## src/rtl/rpkb_pkg.sv

```systemverilog
// Shared types and constants for the radio packet to KISS bridge.
// Used by rpkb_front, rpkb_queue, rpkb_back and the top level.
`default_nettype none

package rpkb_pkg;

    // Work item opcodes passed from the parser to the frame builder
    localparam logic [1:0] OP_HEADER = 2'd0;  // FEND, type byte and AX.25 header
    localparam logic [1:0] OP_BYTE   = 2'd1;  // one payload byte, escaped
    localparam logic [1:0] OP_REPORT = 2'd2;  // optional closing FEND, then report

    // Report codes
    localparam logic [1:0] RPT_GOOD        = 2'd0;
    localparam logic [1:0] RPT_PAYLOAD_BAD = 2'd1;
    localparam logic [1:0] RPT_HEADER_BAD  = 2'd2;

    // Configuration register indexes
    localparam logic [1:0] CFG_DEST    = 2'd0;
    localparam logic [1:0] CFG_SOURCE  = 2'd1;
    localparam logic [1:0] CFG_CONTROL = 2'd2;
    localparam logic [1:0] CFG_PID     = 2'd3;

    localparam logic [7:0]  FEND         = 8'hC0;
    localparam logic [7:0]  FESC         = 8'hDB;
    localparam logic [7:0]  TFEND        = 8'hDC;
    localparam logic [7:0]  TFESC        = 8'hDD;
    localparam logic [7:0]  DATA_FRAME   = 8'h00;
    localparam logic [7:0]  SYNC1        = 8'h48;
    localparam logic [7:0]  SYNC2        = 8'h65;
    localparam logic [15:0] CMD_TRANSMIT = 16'h1003;

    localparam logic [55:0] DEST_RESET    = 56'd44644984207091324;
    localparam logic [55:0] SOURCE_RESET  = 56'd44644984207091299;
    localparam logic [7:0]  CONTROL_RESET = 8'd3;
    localparam logic [7:0]  PID_RESET     = 8'd240;

    // Header burst: FEND, type byte, then 16 header bytes at index 2..17
    localparam logic [4:0] HDR_FIRST_IDX = 5'd2;
    localparam logic [4:0] HDR_LAST_IDX  = 5'd17;

    typedef struct packed {
        logic [1:0]  op;
        logic [7:0]  data;
        logic [1:0]  code;
        logic [15:0] command;
        logic [15:0] length;
        logic        fwd;
    } t_cmd;

    typedef struct packed {
        logic [55:0] dest;
        logic [55:0] source;
        logic [7:0]  control;
        logic [7:0]  pid;
    } t_ax25_cfg;

endpackage

`default_nettype wire

```

## src/rtl/rpkb_front.sv

```systemverilog
// Packet parser: sync hunt, header fields, Fletcher-style sums and checks.
// Emits work items (rpkb_pkg::t_cmd) for the frame builder.
`default_nettype none

module rpkb_front (
    input  wire logic          i_clk,
    input  wire logic          i_rst_n,
    input  wire logic          i_accept,
    input  wire logic [7:0]    i_rx_byte,
    output rpkb_pkg::t_cmd     o_cmd,
    output logic               o_push
);
    import rpkb_pkg::*;

    localparam logic [3:0] PH_HUNT    = 4'd0;
    localparam logic [3:0] PH_SYNC2   = 4'd1;
    localparam logic [3:0] PH_CMD_HI  = 4'd2;
    localparam logic [3:0] PH_CMD_LO  = 4'd3;
    localparam logic [3:0] PH_LEN_HI  = 4'd4;
    localparam logic [3:0] PH_LEN_LO  = 4'd5;
    localparam logic [3:0] PH_HCHK_A  = 4'd6;
    localparam logic [3:0] PH_HCHK_B  = 4'd7;
    localparam logic [3:0] PH_PAYLOAD = 4'd8;
    localparam logic [3:0] PH_FCHK_A  = 4'd9;
    localparam logic [3:0] PH_FCHK_B  = 4'd10;

    logic [3:0]  r_phase, n_phase;
    logic [15:0] r_count, n_count;
    logic [15:0] r_cmd, n_cmd;
    logic [15:0] r_len, n_len;
    logic [7:0]  r_sum_a, n_sum_a;
    logic [7:0]  r_sum_b, n_sum_b;
    logic [7:0]  r_exp, n_exp;
    logic        r_fwd, n_fwd;

    logic [7:0]  add_a, add_b;
    logic [7:0]  hdr_a, hdr_b;
    logic [15:0] count_inc;
    logic        fwd_next;

    assign add_a     = r_sum_a + i_rx_byte;
    assign add_b     = r_sum_b + add_a;
    assign hdr_a     = r_sum_a - r_exp;
    assign hdr_b     = r_sum_b - r_sum_a;
    assign count_inc = r_count + 16'd1;
    assign fwd_next  = (r_cmd == CMD_TRANSMIT);

    always_comb begin
        n_phase = r_phase;
        n_count = r_count;
        n_cmd   = r_cmd;
        n_len   = r_len;
        n_sum_a = r_sum_a;
        n_sum_b = r_sum_b;
        n_exp   = r_exp;
        n_fwd   = r_fwd;
        o_push  = 1'b0;
        o_cmd   = '{op: OP_BYTE, data: i_rx_byte, code: RPT_GOOD,
                    command: r_cmd, length: r_len, fwd: r_fwd};
        if (i_accept) begin
            unique case (r_phase)
                PH_HUNT: begin
                    if (i_rx_byte == SYNC1) n_phase = PH_SYNC2;
                end
                PH_SYNC2: begin
                    if (i_rx_byte == SYNC2) begin
                        n_phase = PH_CMD_HI;
                        n_sum_a = '0;
                        n_sum_b = '0;
                        n_count = '0;
                        n_cmd   = '0;
                        n_len   = '0;
                        n_fwd   = 1'b0;
                    end else if (i_rx_byte != SYNC1) begin
                        n_phase = PH_HUNT;
                    end
                end
                PH_CMD_HI: begin
                    n_cmd   = {i_rx_byte, 8'h00};
                    n_sum_a = add_a;
                    n_sum_b = add_b;
                    n_phase = PH_CMD_LO;
                end
                PH_CMD_LO: begin
                    n_cmd   = {r_cmd[15:8], i_rx_byte};
                    n_sum_a = add_a;
                    n_sum_b = add_b;
                    n_phase = PH_LEN_HI;
                end
                PH_LEN_HI: begin
                    n_len   = {i_rx_byte, 8'h00};
                    n_sum_a = add_a;
                    n_sum_b = add_b;
                    n_phase = PH_LEN_LO;
                end
                PH_LEN_LO: begin
                    n_len   = {r_len[15:8], i_rx_byte};
                    n_sum_a = add_a;
                    n_sum_b = add_b;
                    n_phase = PH_HCHK_A;
                end
                PH_HCHK_A: begin
                    n_exp   = i_rx_byte;
                    n_sum_a = add_a;
                    n_sum_b = add_b;
                    n_phase = PH_HCHK_B;
                end
                PH_HCHK_B: begin
                    // back out the first check byte to get the header sums
                    if (hdr_a != r_exp || hdr_b != i_rx_byte) begin
                        o_push       = 1'b1;
                        o_cmd.op     = OP_REPORT;
                        o_cmd.code   = RPT_HEADER_BAD;
                        o_cmd.fwd    = 1'b0;
                        n_phase      = PH_HUNT;
                    end else begin
                        n_sum_a = add_a;
                        n_sum_b = add_b;
                        n_fwd   = fwd_next;
                        n_count = '0;
                        o_push  = fwd_next;
                        o_cmd.op = OP_HEADER;
                        n_phase = (r_len == 16'd0) ? PH_FCHK_A : PH_PAYLOAD;
                    end
                end
                PH_PAYLOAD: begin
                    n_sum_a = add_a;
                    n_sum_b = add_b;
                    o_push  = r_fwd;
                    n_count = count_inc;
                    if (count_inc >= r_len) n_phase = PH_FCHK_A;
                end
                PH_FCHK_A: begin
                    n_exp   = i_rx_byte;
                    n_phase = PH_FCHK_B;
                end
                PH_FCHK_B: begin
                    o_push     = 1'b1;
                    o_cmd.op   = OP_REPORT;
                    o_cmd.code = (r_sum_a == r_exp && r_sum_b == i_rx_byte) ?
                                 RPT_GOOD : RPT_PAYLOAD_BAD;
                    n_phase    = PH_HUNT;
                end
                default: begin
                    n_phase = PH_HUNT;
                end
            endcase
        end
    end

    always_ff @(posedge i_clk) begin
        if (!i_rst_n) begin
            r_phase <= PH_HUNT;
            r_count <= '0;
            r_cmd   <= '0;
            r_len   <= '0;
            r_sum_a <= '0;
            r_sum_b <= '0;
            r_exp   <= '0;
            r_fwd   <= 1'b0;
        end else begin
            r_phase <= n_phase;
            r_count <= n_count;
            r_cmd   <= n_cmd;
            r_len   <= n_len;
            r_sum_a <= n_sum_a;
            r_sum_b <= n_sum_b;
            r_exp   <= n_exp;
            r_fwd   <= n_fwd;
        end
    end

endmodule

`default_nettype wire

```

## src/rtl/rpkb_queue.sv

```systemverilog
// Short work-item queue between the parser and the frame builder.
// Depends on rpkb_pkg for the item type.
`default_nettype none

module rpkb_queue #(
    parameter int DEPTH = 4
) (
    input  wire logic          i_clk,
    input  wire logic          i_rst_n,
    input  wire logic          i_push,
    input  rpkb_pkg::t_cmd     i_cmd,
    input  wire logic          i_pop,
    output logic               o_valid,
    output logic               o_full,
    output rpkb_pkg::t_cmd     o_cmd
);
    import rpkb_pkg::*;

    localparam int PW = (DEPTH > 1) ? $clog2(DEPTH) : 1;
    localparam int CW = $clog2(DEPTH + 1);
    localparam logic [PW-1:0] LAST_PTR = PW'(DEPTH - 1);
    localparam logic [CW-1:0] FULL_CNT = CW'(DEPTH);

    t_cmd          r_mem [DEPTH];
    logic [PW-1:0] r_wr, r_rd;
    logic [CW-1:0] r_cnt;

    assign o_valid = (r_cnt != '0);
    assign o_full  = (r_cnt == FULL_CNT);
    assign o_cmd   = r_mem[r_rd];

    always_ff @(posedge i_clk) begin
        if (i_push) r_mem[r_wr] <= i_cmd;
    end

    always_ff @(posedge i_clk) begin
        if (!i_rst_n) begin
            r_wr  <= '0;
            r_rd  <= '0;
            r_cnt <= '0;
        end else begin
            if (i_push) r_wr <= (r_wr == LAST_PTR) ? '0 : r_wr + 1'b1;
            if (i_pop)  r_rd <= (r_rd == LAST_PTR) ? '0 : r_rd + 1'b1;
            if (i_push && !i_pop)      r_cnt <= r_cnt + 1'b1;
            else if (!i_push && i_pop) r_cnt <= r_cnt - 1'b1;
        end
    end

endmodule

`default_nettype wire

```

## src/rtl/rpkb_back.sv

```systemverilog
// Frame builder: expands work items into KISS beats and reports, one beat
// per cycle if unstalled, into the output register. Depends on rpkb_pkg.
`default_nettype none

module rpkb_back (
    input  wire logic            i_clk,
    input  wire logic            i_rst_n,
    input  rpkb_pkg::t_ax25_cfg  i_cfg,
    input  wire logic            i_valid,
    input  rpkb_pkg::t_cmd       i_cmd,
    output logic                 o_pop,
    input  wire logic            i_stall,
    output logic                 o_valid,
    output logic                 o_kind,
    output logic [7:0]           o_kiss_byte,
    output logic [1:0]           o_report_code,
    output logic [15:0]          o_command,
    output logic [15:0]          o_payload_length,
    output logic                 o_forwarded,
    output logic                 o_last
);
    import rpkb_pkg::*;

    logic [15:0][7:0] hdr_bytes;
    logic [3:0]       hdr_sel;
    logic [4:0]       r_idx, n_idx;
    logic             r_esc, n_esc;

    logic             load_ok, beat_go;
    logic [7:0]       raw_byte;
    logic             escapable, needs_esc, final_beat;
    logic             beat_kind;
    logic [7:0]       beat_byte;

    logic             r_out_valid;
    logic             r_kind, r_last, r_fwd;
    logic [7:0]       r_byte;
    logic [1:0]       r_code;
    logic [15:0]      r_cmd, r_len;

    assign hdr_bytes = i_cfg;
    assign hdr_sel   = 4'(r_idx - HDR_FIRST_IDX);
    assign load_ok   = !r_out_valid || !i_stall;
    assign beat_go   = i_valid && load_ok;

    always_comb begin
        raw_byte   = i_cmd.data;
        escapable  = 1'b0;
        beat_kind  = 1'b0;
        final_beat = 1'b0;
        n_idx      = r_idx;
        unique case (i_cmd.op)
            OP_HEADER: begin
                if (r_idx == 5'd0) begin
                    raw_byte = FEND;
                end else if (r_idx == 5'd1) begin
                    raw_byte = DATA_FRAME;
                end else begin
                    raw_byte  = hdr_bytes[4'd15 - hdr_sel];
                    escapable = 1'b1;
                end
                final_beat = (r_idx == HDR_LAST_IDX);
            end
            OP_BYTE: begin
                escapable  = 1'b1;
                final_beat = 1'b1;
            end
            OP_REPORT: begin
                // forwarded packets get a closing FEND ahead of the report
                if (i_cmd.fwd && r_idx == 5'd0) begin
                    raw_byte = FEND;
                end else begin
                    beat_kind  = 1'b1;
                    final_beat = 1'b1;
                end
            end
            default: begin
                beat_kind  = 1'b1;
                final_beat = 1'b1;
            end
        endcase

        needs_esc = escapable && (raw_byte == FEND || raw_byte == FESC);
        n_esc     = r_esc;
        beat_byte = raw_byte;
        if (needs_esc && !r_esc) begin
            beat_byte  = FESC;
            final_beat = 1'b0;
            n_esc      = 1'b1;
        end else if (r_esc) begin
            beat_byte = (raw_byte == FEND) ? TFEND : TFESC;
            n_esc     = 1'b0;
        end

        // advance to the next source byte once its escape pair is out
        if (!(needs_esc && !r_esc)) n_idx = final_beat ? 5'd0 : r_idx + 5'd1;
        o_pop = beat_go && final_beat;
    end

    always_ff @(posedge i_clk) begin
        if (!i_rst_n) begin
            r_idx       <= '0;
            r_esc       <= 1'b0;
            r_out_valid <= 1'b0;
        end else begin
            if (beat_go) begin
                r_idx <= n_idx;
                r_esc <= n_esc;
            end
            if (load_ok) r_out_valid <= i_valid;
        end
    end

    // payload of the output register: no reset
    always_ff @(posedge i_clk) begin
        if (beat_go) begin
            r_kind <= beat_kind;
            r_last <= final_beat;
            r_byte <= beat_kind ? 8'h00 : beat_byte;
            r_code <= beat_kind ? i_cmd.code : RPT_GOOD;
            r_cmd  <= beat_kind ? i_cmd.command : 16'h0000;
            r_len  <= beat_kind ? i_cmd.length : 16'h0000;
            r_fwd  <= beat_kind && i_cmd.fwd;
        end
    end

    assign o_valid          = r_out_valid;
    assign o_kind           = r_kind;
    assign o_kiss_byte      = r_byte;
    assign o_report_code    = r_code;
    assign o_command        = r_cmd;
    assign o_payload_length = r_len;
    assign o_forwarded      = r_fwd;
    assign o_last           = r_last;

endmodule

`default_nettype wire

```

## src/rtl/radio_packet_to_kiss_bridge.sv

```systemverilog
// Radio packet to KISS bridge, top level: config registers, parser, queue, builder.
// Unstalled throughput: one radio byte per cycle in, one output beat per cycle out.
// Each item is written into the queue, then its beats into the output register.
// A good transmit header yields an 18 to 34 beat burst; the builder drains a beat per
// cycle unless stalled; input stalls only while the QUEUE_DEPTH-entry queue is full.
// Reset (synchronous, active low) clears parser, queue and output; config to defaults.
`default_nettype none

module radio_packet_to_kiss_bridge #(
    parameter int QUEUE_DEPTH = 4
) (
    input  wire logic        i_clk,
    input  wire logic        i_rst_n,
    input  wire logic        i_cfg_we,
    input  wire logic [1:0]  i_cfg_idx,
    input  wire logic [55:0] i_cfg_data,
    input  wire logic        i_valid,
    output logic             o_stall,
    input  wire logic [7:0]  i_rx_byte,
    output logic             o_valid,
    input  wire logic        i_stall,
    output logic             o_kind,
    output logic [7:0]       o_kiss_byte,
    output logic [1:0]       o_report_code,
    output logic [15:0]      o_command,
    output logic [15:0]      o_payload_length,
    output logic             o_forwarded,
    output logic             o_last
);
    import rpkb_pkg::*;

    t_ax25_cfg r_cfg;
    t_cmd      push_cmd, head_cmd;
    logic      push, pop, q_valid, q_full, rx_accept;

    always_ff @(posedge i_clk) begin
        if (!i_rst_n) begin
            r_cfg <= '{dest: DEST_RESET, source: SOURCE_RESET,
                       control: CONTROL_RESET, pid: PID_RESET};
        end else if (i_cfg_we) begin
            unique case (i_cfg_idx)
                CFG_DEST:    r_cfg.dest    <= i_cfg_data;
                CFG_SOURCE:  r_cfg.source  <= i_cfg_data;
                CFG_CONTROL: r_cfg.control <= i_cfg_data[7:0];
                CFG_PID:     r_cfg.pid     <= i_cfg_data[7:0];
            endcase
        end
    end

    assign o_stall   = q_full;
    assign rx_accept = i_valid && !q_full;

    rpkb_front u_front (
        .i_clk     (i_clk),
        .i_rst_n   (i_rst_n),
        .i_accept  (rx_accept),
        .i_rx_byte (i_rx_byte),
        .o_cmd     (push_cmd),
        .o_push    (push)
    );

    rpkb_queue #(
        .DEPTH (QUEUE_DEPTH)
    ) u_queue (
        .i_clk   (i_clk),
        .i_rst_n (i_rst_n),
        .i_push  (push),
        .i_cmd   (push_cmd),
        .i_pop   (pop),
        .o_valid (q_valid),
        .o_full  (q_full),
        .o_cmd   (head_cmd)
    );

    rpkb_back u_back (
        .i_clk            (i_clk),
        .i_rst_n          (i_rst_n),
        .i_cfg            (r_cfg),
        .i_valid          (q_valid),
        .i_cmd            (head_cmd),
        .o_pop            (pop),
        .i_stall          (i_stall),
        .o_valid          (o_valid),
        .o_kind           (o_kind),
        .o_kiss_byte      (o_kiss_byte),
        .o_report_code    (o_report_code),
        .o_command        (o_command),
        .o_payload_length (o_payload_length),
        .o_forwarded      (o_forwarded),
        .o_last           (o_last)
    );

    a_no_out_after_reset: assert property (@(posedge i_clk)
        !i_rst_n |=> !o_valid)
        else $error("output valid right after reset");

    a_report_is_last: assert property (@(posedge i_clk) disable iff (!i_rst_n)
        o_valid && o_kind |-> o_last)
        else $error("report beat not marked last");

    a_dropped_not_fwd: assert property (@(posedge i_clk) disable iff (!i_rst_n)
        o_valid && o_kind && o_report_code == RPT_HEADER_BAD |-> !o_forwarded)
        else $error("dropped packet reported as forwarded");

    a_no_push_when_full: assert property (@(posedge i_clk) disable iff (!i_rst_n)
        push |-> rx_accept)
        else $error("work item pushed without an accepted byte");

endmodule

`default_nettype wire

```

## config.mk

```make
export PLATFORM = sky130hd
export DESIGN_NAME = radio_packet_to_kiss_bridge
export DESIGN_NICKNAME = d
export VERILOG_FILES = /design/src/rtl/rpkb_pkg.sv /design/src/rtl/rpkb_front.sv /design/src/rtl/rpkb_queue.sv /design/src/rtl/rpkb_back.sv /design/src/rtl/radio_packet_to_kiss_bridge.sv
export SDC_FILE = /design/constraint.sdc
export NUM_CORES = 1
export LEC_CHECK = 0
export ABC_AREA = 0
export BUFFER_PORTS_ARGS = -buffer_cell sky130_fd_sc_hd__buf_2
export CAP_MARGIN = 25
export CORE_MARGIN = 5
export CORE_UTILIZATION = 45
export CTS_BUF_LIST = sky130_fd_sc_hd__clkbuf_4 sky130_fd_sc_hd__clkbuf_8
export DETAILED_ROUTE_END_ITERATION = 10
export PLACE_DENSITY_LB_ADDON = 0.3
export SYNTH_ARGS = -nofsm -noshare
export SYNTH_HDL_FRONTEND = slang
export SYNTH_SLANG_ARGS = --single-unit
```

## constraint.sdc

```tcl
create_clock -name i_clk -period 8.3 [get_ports i_clk]
set_clock_uncertainty 0.1 [all_clocks]
set_input_delay 1.245 -clock i_clk [delete_from_list [all_inputs] [get_ports i_clk]]
set_output_delay 1.245 -clock i_clk [all_outputs]
set_load 0.02 [all_outputs]
```

After elaboration in Yosys (flattened, before gate mapping)
Memories as Yosys holds them, arrays and structs flattened. A register that Yosys moved wholly into a read port is not among the register bits.
Index checks and enable logic that the tools add are counted.
Widths: inputs -> output; s select.
{"block": "totals", "regBits": 264, "ram_bits": 180, "out_inout_bits": 47, "word_cells": 190, "mem_count": 1}
{"block": "classes", "add_sub_neg": 12, "magnitude_cmp": 2, "eq_ne": 35, "muxes": 58, "bitwise": 3, "reduce_logical": 51}
{"memory": "u_queue.r_mem", "depth": 4, "width": 45, "rd": 1, "rd_ports_with_merged_regs": 1, "wr": 1, "line": "rpkb_queue.sv:24", "rtl": "t_cmd r_mem [DEPTH];"}
{"operator": "$pmux 16 s3", "count": 3}
{"operator": "$mux 8", "count": 9}
{"operator": "$pmux 8 s3", "count": 2}
{"operator": "$pmux 4 s10", "count": 1}
{"operator": "$bmux 8 s4", "count": 1}
{"operator": "$mux 16", "count": 2}
{"operator": "$reduce_and 4->1", "count": 6}
{"operator": "$mux 4", "count": 5}
{"operator": "$mux 1", "count": 17}
{"operator": "$add 16x1->16 const B", "count": 1}
{"operator": "$add 8x8->8", "count": 2}
{"operator": "$eq 16x13->1 const B", "count": 1}
{"operator": "$eq 4x3->1 const B", "count": 4}
{"operator": "$eq 8x7->1 const B", "count": 2}
{"operator": "$eq 8x8->1", "count": 2}
{"operator": "$eq 8x8->1 const B", "count": 2}
{"operator": "$ge 16x16->1", "count": 1}
{"operator": "$logic_not 16->1", "count": 1}
{"operator": "$ne 8x8->1", "count": 2}
{"operator": "$pmux 8 s2", "count": 1}
{"operator": "$sub 8x8->8", "count": 2}
{"operator": "$reduce_bool 3->1", "count": 5}
{"operator": "$mux 2", "count": 7}
{"operator": "$eq 4x4->1 const B", "count": 3}
{"operator": "35 further kinds", "count": 79}

Logic depth before layout (Yosys ltp)
Gate-level depths: netlist of run 1.
{"block": "logic_depth", "word_depth": 16, "depth_mapped": 22, "depth_no_buf": 17}

Modules after synthesis
Synthesis of run 1 repeated with hierarchy kept, for this count alone.
{"block": "unflattened", "hier_cells": 1733, "area_unflattened_um2": 21295.4}
{"mod": "rpkb_queue", "instances": 1, "cells_each": 279, "area_per_inst_um2": 7013.0}
{"mod": "rpkb_front", "instances": 1, "cells_each": 690, "area_per_inst_um2": 5724.2}
{"mod": "radio_packet_to_kiss_bridge", "instances": 1, "cells_each": 493, "area_per_inst_um2": 5083.6}
{"mod": "rpkb_back", "instances": 1, "cells_each": 271, "area_per_inst_um2": 3474.6}

Least setup slack after synthesis of run 1
OpenSTA, ideal clock, no wires.
{"block": "synth_path", "kind": "input to register", "startpoint": "input port i_stall", "endpoint": "register u_queue.r_cnt[2]", "setup_ns": 0.070, "arrival_ns": 5.393, "setup_slack_ns": 2.736, "cell_stages": 10, "cell_sequence": "a21oi_1 -> nand2b_1 -> buf_6 -> or2b_2 -> ha_1 -> inv_1 -> fa_1 -> xor2_1 -> or3_1 -> a21oi_1"}
{"block": "synth_between", "elab_chain_cells": 7, "elab_cells_between_ends": 9, "cone_classes": "1 x mux; 8 x reduce/logical"}
{"item": "start: declaration", "line": "radio_packet_to_kiss_bridge.sv:21", "rtl": "input wire logic i_stall,"}
{"item": "$logic_not 1->1 *", "line": "rpkb_back.sv:43", "rtl": "assign load_ok = !r_out_valid || !i_stall;"}
{"item": "$logic_or 1x1->1 *", "line": "rpkb_back.sv:43"}
{"item": "$logic_and 1x1->1 *", "line": "rpkb_back.sv:44", "rtl": "assign beat_go = i_valid && load_ok;"}
{"item": "$logic_and 1x1->1 *", "line": "rpkb_back.sv:97", "rtl": "o_pop = beat_go && final_beat;"}
{"item": "$logic_not 1->1", "line": "rpkb_queue.sv:44", "rtl": "if (i_push && !i_pop) r_cnt <= r_cnt + 1'b1;"}
{"item": "$logic_and 1x1->1", "line": "rpkb_queue.sv:44"}
{"item": "$mux 3 or $reduce_bool 2->1 (tied branches)"}
{"item": "end signal: assignment", "line": "rpkb_queue.sv:44"}
{"item": "end signal: assignment", "line": "rpkb_queue.sv:45", "rtl": "else if (!i_push && i_pop) r_cnt <= r_cnt - 1'b1;"}
{"item": "end: declaration", "line": "rpkb_queue.sv:26", "rtl": "logic [CW-1:0] r_cnt;"}
Mark *: on every way between the ends. The rest lies on a longest branch, timed or not.
A chain may end at the register's enable or synchronous reset.

Final worst setup path of run 1
{"block": "layout_path", "startpoint": "register u_back.r_idx[1]", "endpoint": "register u_queue.r_cnt[2]"}
{"block": "layout_between", "elab_chain_cells": 16, "elab_cells_between_ends": 29, "cone_classes": "2 x add/sub; 4 x eq/ne; 13 x mux; 10 x reduce/logical"}
{"item": "start: declaration", "line": "rpkb_back.sv:26", "rtl": "logic [4:0] r_idx, n_idx;"}
{"item": "start signal: assignment", "line": "rpkb_back.sv:107", "rtl": "r_idx <= n_idx;"}
{"item": "$sub 4x2->4", "line": "rpkb_back.sv:42", "rtl": "assign hdr_sel = 4'(r_idx - HDR_FIRST_IDX);"}
{"item": "$sub 4x4->4", "line": "rpkb_back.sv:59", "rtl": "raw_byte = hdr_bytes[4'd15 - hdr_sel];"}
{"item": "$bmux 8 s4", "line": "rpkb_back.sv:59"}
{"item": "$mux 8 (not written as such)", "line": "rpkb_back.sv:59"}
{"item": "$mux 8", "line": "rpkb_back.sv:56", "rtl": "end else if (r_idx == 5'd1) begin"}
{"item": "$mux 8", "line": "rpkb_back.sv:54", "rtl": "if (r_idx == 5'd0) begin"}
{"item": "$pmux 8 s2", "line": "rpkb_back.sv:52", "rtl": "unique case (i_cmd.op)"}
{"item": "$eq 8x8->1", "line": "rpkb_back.sv:83", "rtl": "needs_esc = escapable && (raw_byte == FEND || raw_byte == FESC);"}
{"item": "$logic_or 1x1->1", "line": "rpkb_back.sv:83"}
{"item": "$logic_and 1x1->1", "line": "rpkb_back.sv:83"}
{"item": "$logic_and 1x1->1", "line": "rpkb_back.sv:86", "rtl": "if (needs_esc && !r_esc) begin"}
{"item": "$mux 1 *", "line": "rpkb_back.sv:86"}
{"item": "$logic_and 1x1->1 *", "line": "rpkb_back.sv:97"}
{"item": "$logic_not 1->1", "line": "rpkb_queue.sv:44"}
{"item": "$logic_and 1x1->1", "line": "rpkb_queue.sv:44"}
{"item": "$mux 3 or $reduce_bool 2->1 (tied branches)"}
Mark *: on every way between the ends. The rest lies on a longest branch, timed or not. The select of a mux whose other input is x is not followed.

==> results.yml, run 1 <==
route:
  wl_per_cell_um: 19.1
  firstDrtPassIters: 7
  drt_iter0_drc: 1302
  vias: 14300
  drc: 0
  wirelength_um: 49200
  ant_nets: 0
  via_per_inst: 5.56
synth:
  synth.avg_cell_area_sq_um: 11.1
  synth_nets: 1941
  netlist_top_cells_count: "nand2_1, edfxtp_1, dfxtp_1, a21oi_1, nand3_1"
  ys_seq_elements: 446
  synth_area_leaders: "edfxtp_1, dfxtp_1, mux4_2"
  synth_flop_cell: "edfxtp_1"
  yosysUniqueCellTypes: 69
  synth_top_area_share_pct: 33.6
  synth_edf_count: 225
  postSynth.asyncResetShare_pct: 0
  synth_area_sq_um: 20100
  synth.largest_area_cell: "edfxtp_1"
  yosysMostFrequentCell: "nand2_1"
  netlist_instances: 1808
  yosysSeqAreaShare_pct: 55.6
  ys_warn_count: 0
pwr:
  leakage_uw: 0.00839
  internal_power_uw: 3490
  pwr-share-clk_pct: 44.6
  ir_worst_vdd_mv: 0.141
  p_sw_share_pct: 22.3
  power_switching_uw: 1000
  p_per_area_nw_per_um2: 197
  p_comb_share_pct: 3.4
  pwr-share-seq_pct: 52.0
sta:
  tightestPinTransition_ps: 1040
  tns_ps: 0
  fmax_ghz: 0.162
  hold_viol: 0
  finalSetupViolCount: 0
  maxSlewHeadroom_pct: 30.6
  rsz0062_at_grt: "false"
  finalCritPeriodShare_pct: 74.4
  drv_slew: 0
  fin_crit_ps: 6180
cts:
  clk_pin_slew_worst_paths_ps: 60
  clock-sinks: 446
  cts.hold.buffers_added: 0
  ctsResizeCount: 0
  cts_max_level: 3
  cts_setup_buffers: 0
  cts_tree: "yes"
  cts_buffers: 75
  cts_root_buf: "clkbuf_8"
  clk_latency_ps: 660
  clk_path_buf_depth: 3
setup_path:
  start_kind: "flip-flop"
  max_stage_delay_ps: 930
  criticalPathCategory: "flip-flop to flip-flop"
  crit_family: "simple AND/OR/NAND/NOR gates"
  crit_chain: "inv_1 -> ha_1 -> xor2_2 -> mux2i_1 -> mux2_2 -> o22ai_1 -> or4_4 -> a2111oi_4 -> nand2b_1 -> or2b_2 -> ha_1 -> inv_1 -> fa_1 -> xor2_1 -> or3_1 -> a21oi_1"
  path_max_fanout: 29
  end_kind: "flip-flop"
  cp_slowest_cell: "dfxtp_2"
  cp_num_buf_inv: 2
  worstPathArrival_ps: 6630
  required_ps: 8750
placed_design:
  place.gp.congestion: 0.865
  post-dp-hpwl_um: 31900
  numPortBuffers: 117
  placed_area_sq_um: 21200
global_route:
  grt_pass1_wl_um: 78500
  antenna_found_initial: 2
  grtUsageTotal_pct: 19.8
  overflow: 0
  grt_max_degree: 84
  first_global_vias: 14200
layout:
  drive_gt1_share_pct: 19.3
  antenna_cells: 0
  final_cell_area_sq_um: 22800
  area_growth_pct: 13.3
  final_nets: 2052
die:
  core_area_sq_um: 44200
  die-height_um: 221
  placement_rows: 77
  pin_count: 118
  fp.dieW_um: 221
  start_util_pct: 45.5
  die_area_sq_um: 49000
hold_path:
  hold_class: "flip-flop to flip-flop"
run_status:
  run_status: "finished clean"
flow_run:
  cap_violations: 0
## power groups by stage
stage / Combinational (uW) / Clock (uW) / Sequential, uW
5_1_grt: 167 / 2170 / 2340
3_3_place_gp: 147 / 0 / 2380
4_1_cts: 151 / 2050 / 2340
2_1_floorplan: 92.7 / 0 / 2380
6_report: 152 / 2000 / 2340
3_5_place_dp: 150 / 0 / 2380
## cells in the final DEF (no fill, tap or decap), drive strengths merged, types with 28 or more instances in the layout
cell / instances
nor2: 51
nor3: 28
buf: 138
xnor2: 35
dfxtp: 221
a21oi: 151
mux2i: 31
edfxtp: 225
clkbuf: 120
mux4: 73
nand3: 115
and3: 45
ha: 57
nand2: 343
o21ai: 37
inv: 62
## cell type report
class / count / area (sq um)
inverters: 58 / 220
flip-flops and latches: 446 / 11200
clock buffers: 120 / 1450
repair buffers: 139 / 767
fillers: 3918 / 21400
clock inverters: 17 / 120
multi-input cells: 1199 / 8300
well taps: 592 / 741
## sequential cells by signal (all words and copies together) (netlist names), named ones only
name,cells
u_front.r_sum_a,8
u_back.o_kiss_byte,8
u_front.r_cmd,16
u_back.r_esc,1
u_queue.r_mem,180
u_queue.r_rd,2
u_back.o_kind,1
u_back.o_last,1
u_front.r_sum_b,8
u_front.r_len,16
u_front.r_fwd,1
r_cfg,128
u_back.o_payload_length,16
u_back.r_idx,5
u_queue.r_cnt,3
u_queue.r_wr,2
u_front.r_exp,8
u_back.o_report_code,2
u_back.o_valid,1
u_back.o_command,16
u_back.o_forwarded,1
u_front.r_count,16
u_front.r_phase,4
## worst register-to-register path: cells and delay by family (launching register included)
kind	cells	cell delay [ps]
flops	1	930
simple gates	4	1510
xor+xnor	2	980
mux	2	540
fa+ha+maj	3	890
buf+inv	2	350
compound gates	3	800
## per-stage QoR
step / total power, uW / util (%) / hold WS (ps) / setup slack [ps] / cells
after CTS: 4540 / 51.4 / 353 / 2070 / 2568
after global routing: 4670 / 51.5 / 368 / 1590 / 2571
after floorplan: 2470 / - / 333 / 2740 / 1808
final: 4490 / 51.5 / 353 / 2120 / 2571
after detailed placement: 2530 / 47.9 / 346 / 2110 / 2431
after global placement: 2530 / 47.9 / 340 / 2300 / 2430
## path summary, 6_finish.rpt
| path | from | end | slack, ps | depth (start not counted) |
|---|---|---|---|---|
| max reg2reg | u_back.r_idx[1]$_SDFFE_PN0P_ | u_queue.r_cnt[2]$_SDFFE_PN0P_ | 2120 | 16 |
| min | r_cfg[49]$_SDFFE_PN0P_ | r_cfg[49]$_SDFFE_PN0P_ | 350 | 2 |
| max | u_back.r_idx[1]$_SDFFE_PN0P_ | u_queue.r_cnt[2]$_SDFFE_PN0P_ | 2120 | 16 |
| min reg2reg | r_cfg[49]$_SDFFE_PN0P_ | r_cfg[49]$_SDFFE_PN0P_ | 350 | 2 |
## cells by family (layout without fill, tap and decap cells)
kind of cell	count (synthesis)	in the layout	synth area share (%)
and+or+nand+nor	680	680	15.7
adders and majority gates	62	62	4.05
AOI/OAI and AO/OA	285	285	8.53
muxes	113	113	10.2
xor gates and xnor gates	59	59	2.61
DFF	446	446	55.6
buffers and inverters	163	334	3.25
## layer usage
| layer | GRT usage (%) | vias to the layer above | share of wire (%) |
|---|---|---|---|
| met1 | 27.4 | 6962 | 44 |
| met3 | 4.45 | 95 | 6.4 |
| met5 | 0 | - | 0.028 |
| li1 | - | 6772 | - |
| met4 | 6.78 | 2 | 2.8 |
| met2 | 31.0 | 453 | 46 |
(Power assumes the default switching activity.)
==> run 2, diff against run 1 <==
- clock period: 8.3 -> 5.5 ns (I/O delays scaled with it)
==> run 2 against run 1 <==
- fmax rose by 23%
- utilization barely moved
- hold slack got worse by 47 ps
- via count barely moved
- worst setup slack got worse by 1600 ps
==> results.yml, run 2 (synthesis gave the netlist of run 1 again) <==
run_status:
  run_status: "finished clean"
pwr:
  p_per_area_nw_per_um2: 293
  power_switching_uw: 1500
  pwr-share-seq_pct: 52.8
  p_sw_share_pct: 22.5
  ir_worst_vdd_mv: 0.245
  design_power_total_uw: 6690
  pwr-share-clk_pct: 43.8
  leakage_uw: 0.00839
  internal_power_uw: 5180
  p_comb_share_pct: 3.5
setup_path:
  worstPathArrival_ps: 5480
  start_kind: "flip-flop"
  path_max_fanout: 13
  required_ps: 5960
  criticalPathCategory: "flip-flop to flip-flop"
  end_kind: "flip-flop"
sta:
  finalCritPeriodShare_pct: 91.2
  tns_ps: 0
  tightestPinTransition_ps: 999
  hold_viol: 0
  rsz0062_at_grt: "false"
  drv_slew: 0
  fmax_ghz: 0.199
  fin_crit_ps: 5020
  finalSetupViolCount: 0
  maxSlewHeadroom_pct: 32.9
route:
  wl_per_cell_um: 18.9
  drt_iter0_drc: 1131
  drc: 0
  firstDrtPassIters: 6
  wl_met2_um: 23000
  wl_met1_um: 21700
  wirelength_um: 48700
  vias: 14300
  via_per_inst: 5.55
  wl_met3_um: 2890
  top_layer_used: "met5"
  ant_nets: 0
placed_design:
  post-place-cells: 2441
  place.gp.congestion: 0.816
  post-dp-hpwl_um: 32300
  numPortBuffers: 117
cts:
  cts_setup_buffers: 0
  clock-sinks: 446
  cts_root_buf: "clkbuf_8"
  clk_pin_slew_worst_paths_ps: 60
  cts_buffers: 74
  cts_tree: "yes"
  clk_path_buf_depth: 3
  cts_max_level: 3
  ctsResizeCount: 0
  cts.hold.buffers_added: 0
  clk_latency_ps: 640
die:
  core_area_sq_um: 44200
  die-height_um: 221
  placement_rows: 77
  start_util_pct: 45.5
  die_area_sq_um: 49000
  pin_count: 118
  fp.dieW_um: 221
global_route:
  grt_max_degree: 84
  overflow: 0
  grt_pass1_wl_um: 77700
  antenna_found_initial: 2
  grtUsageTotal_pct: 19.6
  first_global_vias: 14200
layout:
  final_common_cell: "nand2_1"
  drive_gt1_share_pct: 19.1
  max_flop_register: "u_queue.r_mem"
  layout_common_cells: "nand2_1, edfxtp_1, dfxtp_1"
  largest_register_ffs: 180
  area_growth_pct: 13.4
  final_nets: 2058
  stdcell_count: 2575
  reg.largest.list: "u_queue.r_mem x180, r_cfg x128"
hold_path:
  hold_class: "input port to flip-flop"
flow_run:
  cap_violations: 0
-- run 2: worst paths after layout --
check	startpoint	slack, ps	depth (start not counted)	end
worst max-delay path	u_back.r_idx[2]$_SDFFE_PN0P_	480	18	u_queue.r_cnt[2]$_SDFFE_PN0P_
worst min-delay path	i_cfg_data[43]	310	3	r_cfg[59]$_SDFFE_PN1P_
worst max register to register	u_back.r_idx[2]$_SDFFE_PN0P_	480	18	u_queue.r_cnt[2]$_SDFFE_PN0P_
worst min register to register	r_cfg[64]$_SDFFE_PN0P_	350	2	r_cfg[64]$_SDFFE_PN0P_
-- run 2: per-stage QoR --
step                      setup slack, ps  instance area (sq um)  util, %  hold WS (ps)
after CTS                             492                  22800     51.5           262
after floorplan                       356                  20100        -           333
after global routing                  188                  22800     51.5           282
after detailed placement              511                  21300     48.1           348
final                                 482                  22800     51.5           306
after global placement                692                  21300     48.1           339
-- run 2: per-layer routing --
metal	track usage, %	vias up
li1	-	6796
met1	27.2	6937
met5	0	-
met4	6.28	2
met2	31.3	460
met3	3.74	92
-- run 2: worst max-delay path, cell delays in order, from the launching register on --
cell       delay, ps
dfxtp_1          490
inv_1             80
ha_1             530
buf_4            220
mux4_2           490
mux2i_1          160
nand2_1           80
a41oi_1          320
nand3_1          190
a2111oi_4        530
nand2b_1         170
buf_4            170
or2b_2           150
ha_1             180
inv_1             60
fa_1             380
xor2_1           180
or3_1            310
a21oi_1          160
-- run 2: final cells by class --
class | instances | area, sq um
Fill cell | 3899 | 21400
Sequential cell | 446 | 11200
Multi-Input combinational cell | 1199 | 8300
Clock buffer | 112 | 1370
Timing Repair Buffer | 146 | 841
Tap cell | 592 | 741
Inverter | 58 | 220
Clock inverter | 21 | 129
Antenna cell | 1 | 2.50
-- run 2: power by group through the flow --
stage	combinational, uW	sequential (uW)	clock [uW]
2_1_floorplan	140	3590	0
3_3_place_gp	224	3600	0
3_5_place_dp	230	3600	0
4_1_cts	230	3530	2990
5_1_grt	254	3530	3160
6_report	231	3530	2930
